## config.mk

```make
export PLATFORM = sky130hd
export DESIGN_NAME = point_density_matrix_render_top
export DESIGN_NICKNAME = d
export VERILOG_FILES = /design/src/sv/pdmr_pkg.sv /design/src/sv/pdmr_ram.sv /design/src/sv/pdmr_datapath.sv /design/src/sv/pdmr_ctrl.sv /design/src/sv/point_density_matrix_render_top.sv
export VERILOG_INCLUDE_DIRS = /design/src /design/src/sv
export SDC_FILE = /design/constraint.sdc
export NUM_CORES = 1
export LEC_CHECK = 0
export BUFFER_PORTS_ARGS = -buffer_cell sky130_fd_sc_hd__buf_2
export CAP_MARGIN = 20
export CORE_ASPECT_RATIO = 0.9
export CORE_MARGIN = 2
export CORE_UTILIZATION = 34
export CTS_CLUSTER_SIZE = 8
export DETAILED_ROUTE_END_ITERATION = 7
export PLACE_DENSITY = 0.6
export SETUP_SLACK_MARGIN = 0.05
export SYNTH_ARGS = -nofsm -noshare
export SYNTH_HDL_FRONTEND = slang
export SYNTH_SLANG_ARGS = --single-unit
```

## constraint.sdc

```tcl
create_clock -name clock -period 7.2 [get_ports clock]
set_clock_uncertainty 0.15 [all_clocks]
set_input_delay 0.36 -clock clock [delete_from_list [all_inputs] [get_ports clock]]
set_output_delay 0.36 -clock clock [all_outputs]
set_load 0.01 [all_outputs]
```

## src/sv/point_density_matrix_render_top_defines.svh

```systemverilog
// Assertion macros used by pdmr_ctrl.
// Define NO_ASSERTIONS to compile them out.
`ifndef POINT_DENSITY_MATRIX_RENDER_TOP_DEFINES_SVH
`define POINT_DENSITY_MATRIX_RENDER_TOP_DEFINES_SVH

`ifndef NO_ASSERTIONS

// Same-cycle implication.
`define PDMR_ASSERT_IMP(label, clk, rst, ante, cons) \
   label: assert property (@(posedge clk) disable iff (rst) (ante) |-> (cons)) \
      else $error("pdmr assertion failed");

// Next-cycle implication.
`define PDMR_ASSERT_NXT(label, clk, rst, ante, cons) \
   label: assert property (@(posedge clk) disable iff (rst) (ante) |=> (cons)) \
      else $error("pdmr assertion failed");

`else

`define PDMR_ASSERT_IMP(label, clk, rst, ante, cons)
`define PDMR_ASSERT_NXT(label, clk, rst, ante, cons)

`endif

`endif

```

## src/sv/pdmr_pkg.sv

```systemverilog
`timescale 1ns / 1ps

package pdmr_pkg;

   localparam int MATRIX_COLS_DEF = 8;
   localparam int MATRIX_ROWS_DEF = 8;

   localparam int COORD_W  = 16;
   localparam int CFG_W    = 4;
   localparam int POS_W    = 3;
   localparam int COUNT_W  = 9;
   localparam int LEVEL_W  = 8;
   localparam int CSR_IDX_W = 1;

   localparam int FULL_LEVEL = 255;
   localparam int COUNT_MAX  = 511;

   // restoring divide of FULL_LEVEL, one quotient bit per step
   localparam int DIV_STEPS = LEVEL_W;
   localparam int DIV_CNT_W = $clog2(DIV_STEPS);

   localparam logic [CSR_IDX_W-1:0] CSR_WIDTH_IN_USE  = 1'b0;
   localparam logic [CSR_IDX_W-1:0] CSR_HEIGHT_IN_USE = 1'b1;

   localparam logic [CFG_W-1:0] WIDTH_IN_USE_RST  = 4'd8;
   localparam logic [CFG_W-1:0] HEIGHT_IN_USE_RST = 4'd8;

   typedef struct packed {
      logic point_accept;
      logic point_update;
      logic frame_accept;
      logic div_step;
      logic walk_read;
      logic out_load;
      logic walk_next;
      logic frame_clear;
   } pdmr_cmd_type;

   typedef struct packed {
      logic div_last;
      logic walk_last;
   } pdmr_status_type;

endpackage

```

## src/sv/pdmr_ram.sv

```systemverilog
`timescale 1ns / 1ps

module pdmr_ram #(
   parameter int WIDTH  = 9,
   parameter int DEPTH  = 64,
   parameter int ADDR_W = (DEPTH > 1) ? $clog2(DEPTH) : 1
) (
   input  logic              clock,
   input  logic              wr_en,
   input  logic [ADDR_W-1:0] wr_addr,
   input  logic [WIDTH-1:0]  wr_data,
   input  logic              rd_en,
   input  logic [ADDR_W-1:0] rd_addr,
   output logic [WIDTH-1:0]  rd_data
);

   logic [WIDTH-1:0] mem_ff [DEPTH];
   logic [WIDTH-1:0] rd_data_ff;

   always_ff @(posedge clock) begin
      if (wr_en) begin
         mem_ff[wr_addr] <= wr_data;
      end
      if (rd_en) begin
         rd_data_ff <= mem_ff[rd_addr];
      end
   end

   assign rd_data = rd_data_ff;

endmodule

```

## src/sv/pdmr_datapath.sv

```systemverilog
`timescale 1ns / 1ps

module pdmr_datapath #(
   parameter int MATRIX_COLS = pdmr_pkg::MATRIX_COLS_DEF,
   parameter int MATRIX_ROWS = pdmr_pkg::MATRIX_ROWS_DEF
) (
   input  logic                                 clock,
   input  logic                                 reset,
   input  logic                                 csr_wr_en,
   input  logic [pdmr_pkg::CSR_IDX_W-1:0]       csr_index,
   input  logic [pdmr_pkg::CFG_W-1:0]           csr_wr_data,
   input  logic signed [pdmr_pkg::COORD_W-1:0]  req_x_pos,
   input  logic signed [pdmr_pkg::COORD_W-1:0]  req_y_pos,
   input  pdmr_pkg::pdmr_cmd_type               cmd,
   output pdmr_pkg::pdmr_status_type            status,
   output logic [pdmr_pkg::POS_W-1:0]           rsp_pixel_col,
   output logic [pdmr_pkg::POS_W-1:0]           rsp_pixel_row,
   output logic [pdmr_pkg::LEVEL_W-1:0]         rsp_pixel_level,
   output logic                                 rsp_frame_last
);

   localparam int STORE_DEPTH = MATRIX_COLS * MATRIX_ROWS;
   localparam int ADDR_W      = (STORE_DEPTH > 1) ? $clog2(STORE_DEPTH) : 1;
   localparam int IDX_W       = 2 * pdmr_pkg::POS_W + 1;
   localparam int MAG_W       = pdmr_pkg::COORD_W - 1;
   localparam int COUNT_W     = pdmr_pkg::COUNT_W;
   localparam int LEVEL_W     = pdmr_pkg::LEVEL_W;
   localparam int POS_W       = pdmr_pkg::POS_W;
   localparam int PROD_W      = COUNT_W + LEVEL_W;

   // configuration
   logic [pdmr_pkg::CFG_W-1:0] width_cfg_ff, width_cfg_in;
   logic [pdmr_pkg::CFG_W-1:0] height_cfg_ff, height_cfg_in;

   always_comb begin
      width_cfg_in  = width_cfg_ff;
      height_cfg_in = height_cfg_ff;
      if (csr_wr_en) begin
         case (csr_index)
            pdmr_pkg::CSR_WIDTH_IN_USE:  width_cfg_in  = csr_wr_data;
            pdmr_pkg::CSR_HEIGHT_IN_USE: height_cfg_in = csr_wr_data;
            default: ;
         endcase
      end
   end

   always_ff @(posedge clock) begin
      if (reset) begin
         width_cfg_ff  <= pdmr_pkg::WIDTH_IN_USE_RST;
         height_cfg_ff <= pdmr_pkg::HEIGHT_IN_USE_RST;
      end else begin
         width_cfg_ff  <= width_cfg_in;
         height_cfg_ff <= height_cfg_in;
      end
   end

   // point range check and store index
   logic [MAG_W-1:0]  x_mag, y_mag;
   logic              x_ok, y_ok, pt_keep;
   logic [IDX_W-1:0]  idx_wide;
   logic [ADDR_W-1:0] pt_idx;

   assign x_mag = req_x_pos[MAG_W-1:0];
   assign y_mag = req_y_pos[MAG_W-1:0];
   assign x_ok  = !req_x_pos[pdmr_pkg::COORD_W-1]
                  && (x_mag < MAG_W'(width_cfg_ff)) && (x_mag < MAG_W'(MATRIX_COLS));
   assign y_ok  = !req_y_pos[pdmr_pkg::COORD_W-1]
                  && (y_mag < MAG_W'(height_cfg_ff)) && (y_mag < MAG_W'(MATRIX_ROWS));
   assign pt_keep  = x_ok && y_ok;
   assign idx_wide = IDX_W'(x_mag[POS_W-1:0]) * IDX_W'(MATRIX_ROWS)
                     + IDX_W'(y_mag[POS_W-1:0]);
   assign pt_idx   = pt_keep ? idx_wide[ADDR_W-1:0] : '0;

   logic [ADDR_W-1:0] idx_ff;
   logic              keep_ff;

   always_ff @(posedge clock) begin
      if (cmd.point_accept) begin
         idx_ff  <= pt_idx;
         keep_ff <= pt_keep;
      end
   end

   // walk counters, column-major so the store address just counts up
   logic [ADDR_W-1:0] walk_addr_ff, walk_addr_in;
   logic [POS_W-1:0]  walk_col_ff, walk_col_in;
   logic [POS_W-1:0]  walk_row_ff, walk_row_in;
   logic              walk_row_end;

   assign walk_row_end = (walk_row_ff == POS_W'(MATRIX_ROWS - 1));

   always_comb begin
      walk_addr_in = walk_addr_ff;
      walk_col_in  = walk_col_ff;
      walk_row_in  = walk_row_ff;
      if (cmd.frame_accept) begin
         walk_addr_in = '0;
         walk_col_in  = '0;
         walk_row_in  = '0;
      end else if (cmd.walk_next) begin
         walk_addr_in = walk_addr_ff + ADDR_W'(1);
         if (walk_row_end) begin
            walk_row_in = '0;
            walk_col_in = walk_col_ff + POS_W'(1);
         end else begin
            walk_row_in = walk_row_ff + POS_W'(1);
         end
      end
   end

   always_ff @(posedge clock) begin
      if (reset) begin
         walk_addr_ff <= '0;
         walk_col_ff  <= '0;
         walk_row_ff  <= '0;
      end else begin
         walk_addr_ff <= walk_addr_in;
         walk_col_ff  <= walk_col_in;
         walk_row_ff  <= walk_row_in;
      end
   end

   assign status.walk_last = walk_row_end && (walk_col_ff == POS_W'(MATRIX_COLS - 1));

   // hit count store; entries without a valid bit read as zero
   logic [STORE_DEPTH-1:0] valid_ff, valid_in;
   logic                   rd_valid_ff;
   logic                   rd_en, wr_en;
   logic [ADDR_W-1:0]      rd_addr;
   logic [COUNT_W-1:0]     rd_data, count_old, count_new;

   assign rd_en   = cmd.point_accept || cmd.walk_read;
   assign rd_addr = cmd.point_accept ? pt_idx : walk_addr_ff;
   assign wr_en   = cmd.point_update && keep_ff;

   assign count_old = rd_valid_ff ? rd_data : '0;
   assign count_new = (count_old == COUNT_W'(pdmr_pkg::COUNT_MAX))
                      ? count_old : count_old + COUNT_W'(1);

   always_comb begin
      valid_in = valid_ff;
      if (cmd.frame_clear) begin
         valid_in = '0;
      end else if (wr_en) begin
         valid_in[idx_ff] = 1'b1;
      end
   end

   always_ff @(posedge clock) begin
      if (reset) begin
         valid_ff <= '0;
      end else begin
         valid_ff <= valid_in;
      end
   end

   always_ff @(posedge clock) begin
      if (rd_en) begin
         rd_valid_ff <= valid_ff[rd_addr];
      end
   end

   pdmr_ram #(
      .WIDTH  (COUNT_W),
      .DEPTH  (STORE_DEPTH),
      .ADDR_W (ADDR_W)
   ) u_store (
      .clock   (clock),
      .wr_en   (wr_en),
      .wr_addr (idx_ff),
      .wr_data (count_new),
      .rd_en   (rd_en),
      .rd_addr (rd_addr),
      .rd_data (rd_data)
   );

   // kept point total, saturating
   logic [COUNT_W-1:0] total_ff, total_in;

   always_comb begin
      total_in = total_ff;
      if (cmd.frame_clear) begin
         total_in = '0;
      end else if (wr_en && (total_ff != COUNT_W'(pdmr_pkg::COUNT_MAX))) begin
         total_in = total_ff + COUNT_W'(1);
      end
   end

   always_ff @(posedge clock) begin
      if (reset) begin
         total_ff <= '0;
      end else begin
         total_ff <= total_in;
      end
   end

   // interval = FULL_LEVEL / total, restoring divide, one bit per step
   logic [COUNT_W-1:0]            rem_ff, rem_in, rem_sh;
   logic [LEVEL_W-1:0]            quo_ff, quo_in;
   logic [pdmr_pkg::DIV_CNT_W-1:0] div_cnt_ff, div_cnt_in;
   logic                          div_ge;

   // dividend is all ones, so each step shifts in a one
   assign rem_sh = {rem_ff[COUNT_W-2:0], 1'b1};
   assign div_ge = (rem_sh >= total_ff);

   always_comb begin
      rem_in     = rem_ff;
      quo_in     = quo_ff;
      div_cnt_in = div_cnt_ff;
      if (cmd.frame_accept) begin
         rem_in     = '0;
         quo_in     = '0;
         div_cnt_in = '0;
      end else if (cmd.div_step) begin
         rem_in     = div_ge ? (rem_sh - total_ff) : rem_sh;
         quo_in     = {quo_ff[LEVEL_W-2:0], div_ge};
         div_cnt_in = div_cnt_ff + pdmr_pkg::DIV_CNT_W'(1);
      end
   end

   always_ff @(posedge clock) begin
      if (reset) begin
         div_cnt_ff <= '0;
      end else begin
         div_cnt_ff <= div_cnt_in;
      end
      rem_ff <= rem_in;
      quo_ff <= quo_in;
   end

   assign status.div_last = (div_cnt_ff == pdmr_pkg::DIV_CNT_W'(pdmr_pkg::DIV_STEPS - 1));

   // pixel level and output register
   logic               interval_zero;
   logic [LEVEL_W-1:0] interval;
   logic [PROD_W-1:0]  product;
   logic [LEVEL_W-1:0] level;

   assign interval_zero = (total_ff == '0)
                          || (total_ff > COUNT_W'(pdmr_pkg::FULL_LEVEL));
   assign interval = interval_zero ? '0 : quo_ff;
   assign product  = PROD_W'(count_old) * PROD_W'(interval);
   assign level    = (product > PROD_W'(pdmr_pkg::FULL_LEVEL))
                     ? LEVEL_W'(pdmr_pkg::FULL_LEVEL) : product[LEVEL_W-1:0];

   logic [POS_W-1:0]   out_col_ff, out_row_ff;
   logic [LEVEL_W-1:0] out_level_ff;
   logic               out_last_ff;

   always_ff @(posedge clock) begin
      if (cmd.out_load) begin
         out_col_ff   <= walk_col_ff;
         out_row_ff   <= walk_row_ff;
         out_level_ff <= level;
         out_last_ff  <= status.walk_last;
      end
   end

   assign rsp_pixel_col   = out_col_ff;
   assign rsp_pixel_row   = out_row_ff;
   assign rsp_pixel_level = out_level_ff;
   assign rsp_frame_last  = out_last_ff;

endmodule

```

## src/sv/pdmr_ctrl.sv

```systemverilog
`timescale 1ns / 1ps
`include "point_density_matrix_render_top_defines.svh"

module pdmr_ctrl (
   input  logic                       clock,
   input  logic                       reset,
   input  logic                       req_valid,
   input  logic                       req_func,
   output logic                       req_ready,
   output logic                       rsp_valid,
   input  logic                       rsp_ready,
   output pdmr_pkg::pdmr_cmd_type     cmd,
   input  pdmr_pkg::pdmr_status_type  status
);

   typedef enum logic [5:0] {
      S_IDLE   = 6'b000001,
      S_UPDATE = 6'b000010,
      S_DIV    = 6'b000100,
      S_FETCH  = 6'b001000,
      S_LOAD   = 6'b010000,
      S_HOLD   = 6'b100000
   } pdmr_state_type;

   pdmr_state_type state_ff, state_in;
   logic           req_xfer, rsp_xfer;

   assign req_ready = (state_ff == S_IDLE);
   assign rsp_valid = (state_ff == S_HOLD);
   assign req_xfer  = req_valid && req_ready;
   assign rsp_xfer  = rsp_valid && rsp_ready;

   always_comb begin
      state_in = state_ff;
      cmd      = '0;
      case (state_ff)
         S_IDLE: begin
            if (req_valid) begin
               if (req_func) begin
                  cmd.frame_accept = 1'b1;
                  state_in         = S_DIV;
               end else begin
                  cmd.point_accept = 1'b1;
                  state_in         = S_UPDATE;
               end
            end
         end
         S_UPDATE: begin
            cmd.point_update = 1'b1;
            state_in         = S_IDLE;
         end
         S_DIV: begin
            cmd.div_step = 1'b1;
            if (status.div_last) begin
               state_in = S_FETCH;
            end
         end
         S_FETCH: begin
            cmd.walk_read = 1'b1;
            state_in      = S_LOAD;
         end
         S_LOAD: begin
            cmd.out_load = 1'b1;
            state_in     = S_HOLD;
         end
         S_HOLD: begin
            if (rsp_ready) begin
               if (status.walk_last) begin
                  cmd.frame_clear = 1'b1;
                  state_in        = S_IDLE;
               end else begin
                  cmd.walk_next = 1'b1;
                  state_in      = S_FETCH;
               end
            end
         end
         default: begin
            state_in = S_IDLE;
         end
      endcase
   end

   always_ff @(posedge clock) begin
      if (reset) begin
         state_ff <= S_IDLE;
      end else begin
         state_ff <= state_in;
      end
   end

   `PDMR_ASSERT_NXT(a_point_updates, clock, reset, req_xfer && !req_func, state_ff == S_UPDATE)
   `PDMR_ASSERT_NXT(a_frame_divides, clock, reset, req_xfer && req_func, state_ff == S_DIV)
   `PDMR_ASSERT_NXT(a_last_pixel_idle, clock, reset, rsp_xfer && status.walk_last, req_ready)
   `PDMR_ASSERT_IMP(a_clear_on_last, clock, reset, cmd.frame_clear, rsp_xfer && status.walk_last)

endmodule

```

## src/sv/point_density_matrix_render_top.sv

```systemverilog
// Point item: accepted when idle, then a store read followed by a counter write-back.
// Frame end: a bit-serial divide for the interval, then per pixel a store read, a level
// multiply into the output register and a hold for rsp_ready, plus any rsp_ready stall.
// A new item is accepted the cycle after the last pixel of a frame transfers.
// Reset (synchronous, active high) clears hit counts, total and state; both
// in-use registers return to eight.
`timescale 1ns / 1ps

module point_density_matrix_render_top #(
   parameter int MATRIX_COLS = pdmr_pkg::MATRIX_COLS_DEF,
   parameter int MATRIX_ROWS = pdmr_pkg::MATRIX_ROWS_DEF
) (
   input  logic                                 clock,
   input  logic                                 reset,
   input  logic                                 csr_wr_en,
   input  logic [pdmr_pkg::CSR_IDX_W-1:0]       csr_index,
   input  logic [pdmr_pkg::CFG_W-1:0]           csr_wr_data,
   input  logic                                 req_valid,
   output logic                                 req_ready,
   input  logic                                 req_func,
   input  logic signed [pdmr_pkg::COORD_W-1:0]  req_x_pos,
   input  logic signed [pdmr_pkg::COORD_W-1:0]  req_y_pos,
   output logic                                 rsp_valid,
   input  logic                                 rsp_ready,
   output logic [pdmr_pkg::POS_W-1:0]           rsp_pixel_col,
   output logic [pdmr_pkg::POS_W-1:0]           rsp_pixel_row,
   output logic [pdmr_pkg::LEVEL_W-1:0]         rsp_pixel_level,
   output logic                                 rsp_frame_last
);

   pdmr_pkg::pdmr_cmd_type    cmd;
   pdmr_pkg::pdmr_status_type status;

   pdmr_ctrl u_ctrl (
      .clock     (clock),
      .reset     (reset),
      .req_valid (req_valid),
      .req_func  (req_func),
      .req_ready (req_ready),
      .rsp_valid (rsp_valid),
      .rsp_ready (rsp_ready),
      .cmd       (cmd),
      .status    (status)
   );

   pdmr_datapath #(
      .MATRIX_COLS (MATRIX_COLS),
      .MATRIX_ROWS (MATRIX_ROWS)
   ) u_datapath (
      .clock           (clock),
      .reset           (reset),
      .csr_wr_en       (csr_wr_en),
      .csr_index       (csr_index),
      .csr_wr_data     (csr_wr_data),
      .req_x_pos       (req_x_pos),
      .req_y_pos       (req_y_pos),
      .cmd             (cmd),
      .status          (status),
      .rsp_pixel_col   (rsp_pixel_col),
      .rsp_pixel_row   (rsp_pixel_row),
      .rsp_pixel_level (rsp_pixel_level),
      .rsp_frame_last  (rsp_frame_last)
   );

endmodule
```

# After elaboration in Yosys (flattened, before gate mapping)
# Memory sizes are Yosys's and may differ from the RTL's. A register that Yosys moved wholly into a read port is not among the register bits.
# Index checks and enable logic that the tools add are counted.
dict set report word_totals {
  elab_cells 107
  mem_bits_rw 576
  register_bits 141
  output_inout_bits 17
  n_memories 1
  inputBits 43
}
# name depth width read_ports rd_ports_with_merged_regs write_ports line
set memory_table {}
lappend memory_table {u_datapath.u_store.mem_ff 64 9 1 1 1 pdmr_ram.sv:17} ;# logic [WIDTH-1:0] mem_ff [DEPTH];
dict set report op_classes {
  n_addsub 8
  n_bitwise 2
  muxes 33
  reduce_logical 20
  n_eq_ne 14
  n_lt_le_gt_ge 10
  n_mul 1
}
# operator count
set ops {}
lappend ops {{64-bit OR} 1}
lappend ops {{15-bit by 4-bit less-than comparator with 1-bit output} 2}
lappend ops {{15-bit by 4-bit less-than comparator with 1-bit output (second input constant)} 2}
lappend ops {{6-bit two-way mux} 5}
lappend ops {{6-bit one-hot mux with 5 select lines} 1}
lappend ops {{9-bit by 1-bit adder with 9-bit output (second input constant)} 2}
lappend ops {{9-bit two-way mux} 2}
lappend ops {{17-bit by 8-bit > comparator with 1-bit output (second input constant)} 1}
lappend ops {{9-bit by 8-bit multiplier with 17-bit output} 1}
lappend ops {{1-bit two-way mux} 16}
lappend ops {{8-bit two-way mux} 2}
lappend ops {{6-bit by 7-bit less-than comparator with 1-bit output (second input constant)} 2}
lappend ops {{3-bit by 1-bit adder with 3-bit output (second input constant)} 3}
lappend ops {{3-bit == test (second input constant)} 3}
lappend ops {{9-bit == test (second input constant)} 1}
lappend ops {{9-bit greater-or-equal comparator} 1}
lappend ops {{9-bit by 8-bit > comparator with 1-bit output (second input constant)} 1}
lappend ops {{1-bit logical AND} 9}
lappend ops {{9-bit zero test} 1}
lappend ops {{9-bit inequality test (second input constant)} 1}
lappend ops {{8-bit subtractor} 1}
lappend ops {{6-bit by 1-bit adder with 6-bit output (second input constant)} 1}
lappend ops {{6-bit by 3-bit adder with 6-bit output} 1}
lappend ops {{1-bit binary-select mux with 6-bit select} 1}
lappend ops {{other kinds (19)} 27}

# Depth between registers and ports, before layout
dict set report depth {
  word_depth 8
  ltp_mapped 27
  depth_no_buf 26
}

# Cells and area by module
# From an unflattened synthesis, not the netlist that was laid out.
dict set report hier_totals {
  cells_unflattened 2082
  area_unflattened_um2 31848.0
}
# mod area_each_um2 cells_each instances seq_area_each_um2
set modules_own_cells {}
lappend modules_own_cells {pdmr_ram 22684.3 1020 1 17566.8}
lappend modules_own_cells {pdmr_datapath 8777.2 1017 1 2932.8}
lappend modules_own_cells {pdmr_ctrl 386.6 45 1 120.1}

# Least setup slack after synthesis
# No wires, ideal clock.
dict set report synth_path {
  path_kind {flip-flop to flip-flop}
  from {register u_datapath.total_ff[3]}
  to {register u_datapath.out_level_ff[0], in the netlist u_datapath.rsp_pixel_level[0], data pin}
  path_slack_ns 0.648
  setup_time_ns 0.264
  path_stages_with_launch 26
  path_buffers 1
  synth_period_minus_slack_ns 6.552
  t_required_ns 6.786
  t_arrival_ns 6.138
  path_cell_list {dfxtp_1 -> inv_1 -> nor4_1 -> and4_1 -> ha_1 -> a21oi_1 -> a41oi_1 -> clkbuf_1 -> nand2_1 -> nor2_1 -> fa_1 -> inv_1 -> fa_1 -> fa_1 -> fa_1 -> inv_1 -> ha_1 -> inv_1 -> o21bai_1 -> a21o_1 -> a21oi_1 -> o221ai_1 -> a2111oi_0 -> o21bai_1 -> and4bb_2 -> o21ai_0}
}
dict set report synth_via {
  elab_chain_len 5
  elab_cells_between_ends 6
  classes_between {1 x mul; 2 x order compare; 1 x mux; 2 x reduce/logical}
}
# item line
set synth_rtl {}
lappend synth_rtl {{start, declared} pdmr_datapath.sv:178} ;# logic [COUNT_W-1:0] total_ff, total_in;
lappend synth_rtl {{start signal, assigned} pdmr_datapath.sv:193} ;# total_ff <= total_in;
lappend synth_rtl {{9-bit by 8-bit > comparator with 1-bit output / 9-bit zero test (equally long branches)} {pdmr_datapath.sv:241, pdmr_datapath.sv:240}}
lappend synth_rtl {{1-bit logical OR (*)} pdmr_datapath.sv:241} ;# || (total_ff > COUNT_W'(pdmr_pkg::FULL_LEVEL));
lappend synth_rtl {{8-bit two-way mux (*)} pdmr_datapath.sv:242} ;# assign interval = interval_zero ? '0 : quo_ff;
lappend synth_rtl {{9-bit by 8-bit multiplier with 17-bit output (*)} pdmr_datapath.sv:243} ;# assign product = PROD_W'(count_old) * PROD_W'(interval);
lappend synth_rtl {{17-bit by 8-bit > comparator with 1-bit output} pdmr_datapath.sv:244} ;# assign level = (product > PROD_W'(pdmr_pkg::FULL_LEVEL))
lappend synth_rtl {{end signal, assigned} pdmr_datapath.sv:255} ;# out_level_ff <= level;
lappend synth_rtl {{end, declared} pdmr_datapath.sv:248} ;# logic [LEVEL_W-1:0] out_level_ff;
# Every way passes the cells marked *; elsewhere a longest branch is shown, timed or not.
# A chain may end at the register's enable or synchronous reset.

# Worst setup path after layout
# Same ends and word-level chain as after synthesis.

==> flow_summary.json <==
{
  "cts_inserted_buffers": 100,
  "synth.top_cell.area_share_pct": 57.2,
  "nature_of_the_critical_path_startpoint": "flop",
  "clock_tree.htree_level_count": 3,
  "placeable_core_area_mm2": 0.0930,
  "post-route-period-util_pct": 93.1,
  "cts-root-buf": "sky130_fd_sc_hd__clkbuf_16",
  "nets": 2891,
  "worstSkewPairLatency_ns": 0.67,
  "die_y_extent_um": 295,
  "cts.repair_timing.setup_buffer_count": 0,
  "synth_sequential_area_ratio_pct": 64.6,
  "clock_tree_from_tritoncts": "built",
  "grt_overflow_total": 0,
  "cts-root-to-sink-buffers": 3,
  "grt_max_degree": 116,
  "antenna_found_initial": 0,
  "syn_to_final_growth_pct": 15.8,
  "wl_per_cell_um": 20.2,
  "drt-total-wl_um": 82200,
  "power.leakage_nw": 12.9,
  "rows": 106,
  "timing.slew.headroom_pct": 20.1,
  "timing.setup.critical_path_class": "flop to flop",
  "worst_path_dominant_cell_family": "adder cells",
  "first_pass_grt_wire_length_um": 125000,
  "postSynthRegisterBits": 726,
  "mappedNetlistArea_mm2": 0.0319,
  "synth.yosys.warnings": 0,
  "place.detailed.hpwl_um": 49800,
  "crit_slowest_cell": "sky130_fd_sc_hd__fa_1",
  "critical_path_required_time_ns": 7.41,
  "finalWorstPathRequiredPeriod_ns": 6.70,
  "synth.distinct_cells": 68,
  "layout-drive-gt1-share_pct": 10.3,
  "status": "finished clean",
  "floorplan.io_pins": 60,
  "vdd_drop_max_uv": 187,
  "worst_setup_path_end_kind": "flop",
  "diodes": 0,
  "synth_edf_count": 608,
  "path_buf_inv": 5,
  "portBuffers": 59,
  "ffs_w_async_s_r_synth_pct": 0,
  "mapped_nets": 2792,
  "tritoncts_num_sinks": 726,
  "placement.cell_area_mm2": 0.0336,
  "syn_avg_cell_area_um2": 12.1,
  "cpPeakStageDelay_ns": 0.55,
  "number_of_fill_cells": 8736,
  "dieWidth_um": 327,
  "clk_pin_slew_worst_paths_ns": 0.05,
  "die_area_mm2": 0.0963,
  "area_of_the_multi_input_gates_mm2": 0.0105,
  "detailroute.via_count": 21004,
  "routed_via_density": 5.16,
  "sequential_cell_area_mm2": 0.0206,
  "track_usage_pct": 16.9,
  "maxCapViolations": 0,
  "timing.final.max_slew_violations": 0,
  "rsz0062_at_grt": "false",
  "hold_viol_final": 0,
  "min-delay-path-class": "input port to flop",
  "fin_area_mm2": 0.0370,
  "drt_iter0_drc": 2101,
  "grt_pass1_vias": 20410,
  "ys_dominant_reg_cell": "sky130_fd_sc_hd__edfxtp_1",
  "fin_setup_tns_ns": 0,
  "antenna_violating_nets_post_route": 0,
  "max_freq_mhz": 149,
  "worstMarginPinSlew_ns": 1.19,
  "routabilityCongestion": 0.839,
  "start_util_pct": 34.3,
  "ys_top_cells_by_area": "sky130_fd_sc_hd__edfxtp_1 57%, sky130_fd_sc_hd__dfxtp_1 7.4%, sky130_fd_sc_hd__nand2_1 5.3%",
  "drt_first_pass_iters": 8,
  "critPathArrivalTime_ns": 6.91,
  "syn-instance-count": 2643,
  "power.density_cell_area_mw_per_mm2": 251,
  "drc": 0,
  "yosys.area.top_type": "sky130_fd_sc_hd__edfxtp_1",
  "worstPathMaxFanout": 23,
  "finalSetupViolCount": 0
}
==> timing repair <==
item | in CTS | in global routing
setup endpoints to repair | 0 | 6
hold buffers | 19 | 0
gates resized for setup | 0 | 4
endpoints found under the hold margin | 17 | 0
==> cell type report <==
cell class,instances,area share (%)
Inverter,89,0.904
Timing Repair Buffer,131,2.67
Clock inverter,7,0.514
Multi-Input combinational cell,1694,28.3
Tap cell,1242,4.20
Clock buffer,180,7.61
Sequential cell,726,55.8
==> synth_stat cells (5+ instances only) <==
| cell | count |
|---|---|
| sky130_fd_sc_hd__a31oi_1 | 26 |
| sky130_fd_sc_hd__nand4_1 | 22 |
| sky130_fd_sc_hd__nand3b_1 | 6 |
| sky130_fd_sc_hd__inv_1 | 87 |
| sky130_fd_sc_hd__fa_1 | 43 |
| sky130_fd_sc_hd__nor2_1 | 344 |
| sky130_fd_sc_hd__buf_6 | 6 |
| sky130_fd_sc_hd__buf_2 | 50 |
| sky130_fd_sc_hd__nand2_1 | 449 |
| sky130_fd_sc_hd__mux2_2 | 34 |
| sky130_fd_sc_hd__mux2i_1 | 121 |
| sky130_fd_sc_hd__edfxtp_1 | 608 |
| sky130_fd_sc_hd__o221ai_1 | 11 |
| sky130_fd_sc_hd__o22ai_1 | 14 |
| sky130_fd_sc_hd__a221oi_1 | 7 |
| sky130_fd_sc_hd__nand3_1 | 61 |
| sky130_fd_sc_hd__and2_1 | 10 |
| sky130_fd_sc_hd__clkbuf_1 | 64 |
| sky130_fd_sc_hd__a211oi_1 | 57 |
| sky130_fd_sc_hd__ha_1 | 63 |
| sky130_fd_sc_hd__o21ai_0 | 26 |
| sky130_fd_sc_hd__a311oi_1 | 13 |
| sky130_fd_sc_hd__nor2b_1 | 11 |
| sky130_fd_sc_hd__nor3_1 | 27 |
| sky130_fd_sc_hd__a21oi_1 | 131 |
| sky130_fd_sc_hd__a21o_1 | 15 |
| sky130_fd_sc_hd__or2_2 | 5 |
| sky130_fd_sc_hd__a32oi_1 | 11 |
| sky130_fd_sc_hd__buf_4 | 10 |
| sky130_fd_sc_hd__dfxtp_1 | 118 |
| sky130_fd_sc_hd__nor4_1 | 47 |
| sky130_fd_sc_hd__xnor2_1 | 18 |
| sky130_fd_sc_hd__xor2_1 | 15 |
| sky130_fd_sc_hd__and3_1 | 52 |
| sky130_fd_sc_hd__nand2b_1 | 10 |
==> per-stage QoR <==
step / std cells / hold slack [ns] / utilization, % / setup slack (ns) / total power, mW
final: 4069 / 0.0242 / 39.8 / 0.499 / 9.28
after global routing: 4069 / 0.0171 / 39.8 / 0.0469 / 9.56
after CTS: 4056 / 0.00116 / 39.6 / 0.250 / 9.35
after detailed placement: 3850 / 0.302 / 36.2 / 0.239 / 4.93
after global placement: 3848 / 0.294 / 36.1 / 0.355 / 4.93
after floorplan: 2643 / 0.279 / - / 0.648 / 4.82
==> flip-flops by register name (all words and copies together), names as in the netlist, 4 cells and up <==
name / flops
u_datapath.quo_ff: 8
u_datapath.width_cfg_ff: 4
u_datapath.u_store.rd_data: 9
u_datapath.idx_ff: 6
u_datapath.total_ff: 9
u_datapath.walk_addr_ff: 6
u_datapath.u_store.mem_ff: 576
u_datapath.height_cfg_ff: 4
u_datapath.valid_ff: 64
u_datapath.rem_ff: 8
u_ctrl.state_ff: 6
u_datapath.rsp_pixel_level: 8
==> worst reg2reg max path, delay by kind of cell (launching register included) <==
kind / cells / cell delay (ns)
buffers and inverters: 5 / 0.54
AND/OR/NAND/NOR: 5 / 1.41
adder cells (fa/ha/maj): 6 / 2.38
flip-flops: 1 / 0.39
AO/OA/AOI/OAI: 9 / 1.59
==> layout by cell type, fill, tap and decap left out, types with 63 or more instances in the layout <==
master / instances
sky130_fd_sc_hd__clkbuf_1: 79
sky130_fd_sc_hd__inv_1: 87
sky130_fd_sc_hd__edfxtp_1: 608
sky130_fd_sc_hd__dfxtp_1: 118
sky130_fd_sc_hd__clkbuf_16: 100
sky130_fd_sc_hd__nand2_1: 445
sky130_fd_sc_hd__ha_1: 63
sky130_fd_sc_hd__nor2_1: 344
sky130_fd_sc_hd__mux2i_1: 120
sky130_fd_sc_hd__a21oi_1: 129
==> report_power, final <==
group,total [mW],internal [mW],switching [mW],leakage [nW]
combinational,0.266,0.0817,0.184,4.98
clock,4.43,2.64,1.79,1.41
sequential,4.59,4.57,0.0173,6.49
total,9.28,7.29,1.99,12.9
==> routing by layer <==
layer  part of all wire, %  track usage [%]  up-vias
met5                     0                0        -
met4                   2.1             4.32        0
met3                   7.2             3.30      114
met2                    45             26.2      721
met1                    46             24.3    10426
li1                      -                -     9743
==> final timing paths <==
kind	start	to	slack [ns]	depth (start not counted)
hold reg to reg	u_datapath.walk_row_ff[1]$_SDFFE_PP0P_	u_datapath.rsp_pixel_row[1]$_DFFE_PP_	0.31	0
setup / recovery	u_datapath.total_ff[3]$_SDFFE_PP0P_	u_datapath.rsp_pixel_level[0]$_SDFFCE_PN1P_	0.50	25
hold / removal	req_x_pos[1]	u_datapath.idx_ff[4]$_DFFE_PP_	0.02	2
setup reg to reg	u_datapath.total_ff[3]$_SDFFE_PP0P_	u_datapath.rsp_pixel_level[0]$_SDFFCE_PN1P_	0.50	25
==> logic make-up after synthesis <==
logic type / after synthesis / share of synthesized area [%]
buffers and inverters: 223 / 3.09
AOI/OAI and AO/OA: 341 / 6.95
adders and majority gates: 106 / 5.17
muxes: 155 / 4.99
DFF: 726 / 64.6
and+or+nand+nor: 1059 / 14.3
xor gates and xnor gates: 33 / 0.906
Note: power is estimated with default switching activity, not from simulation.
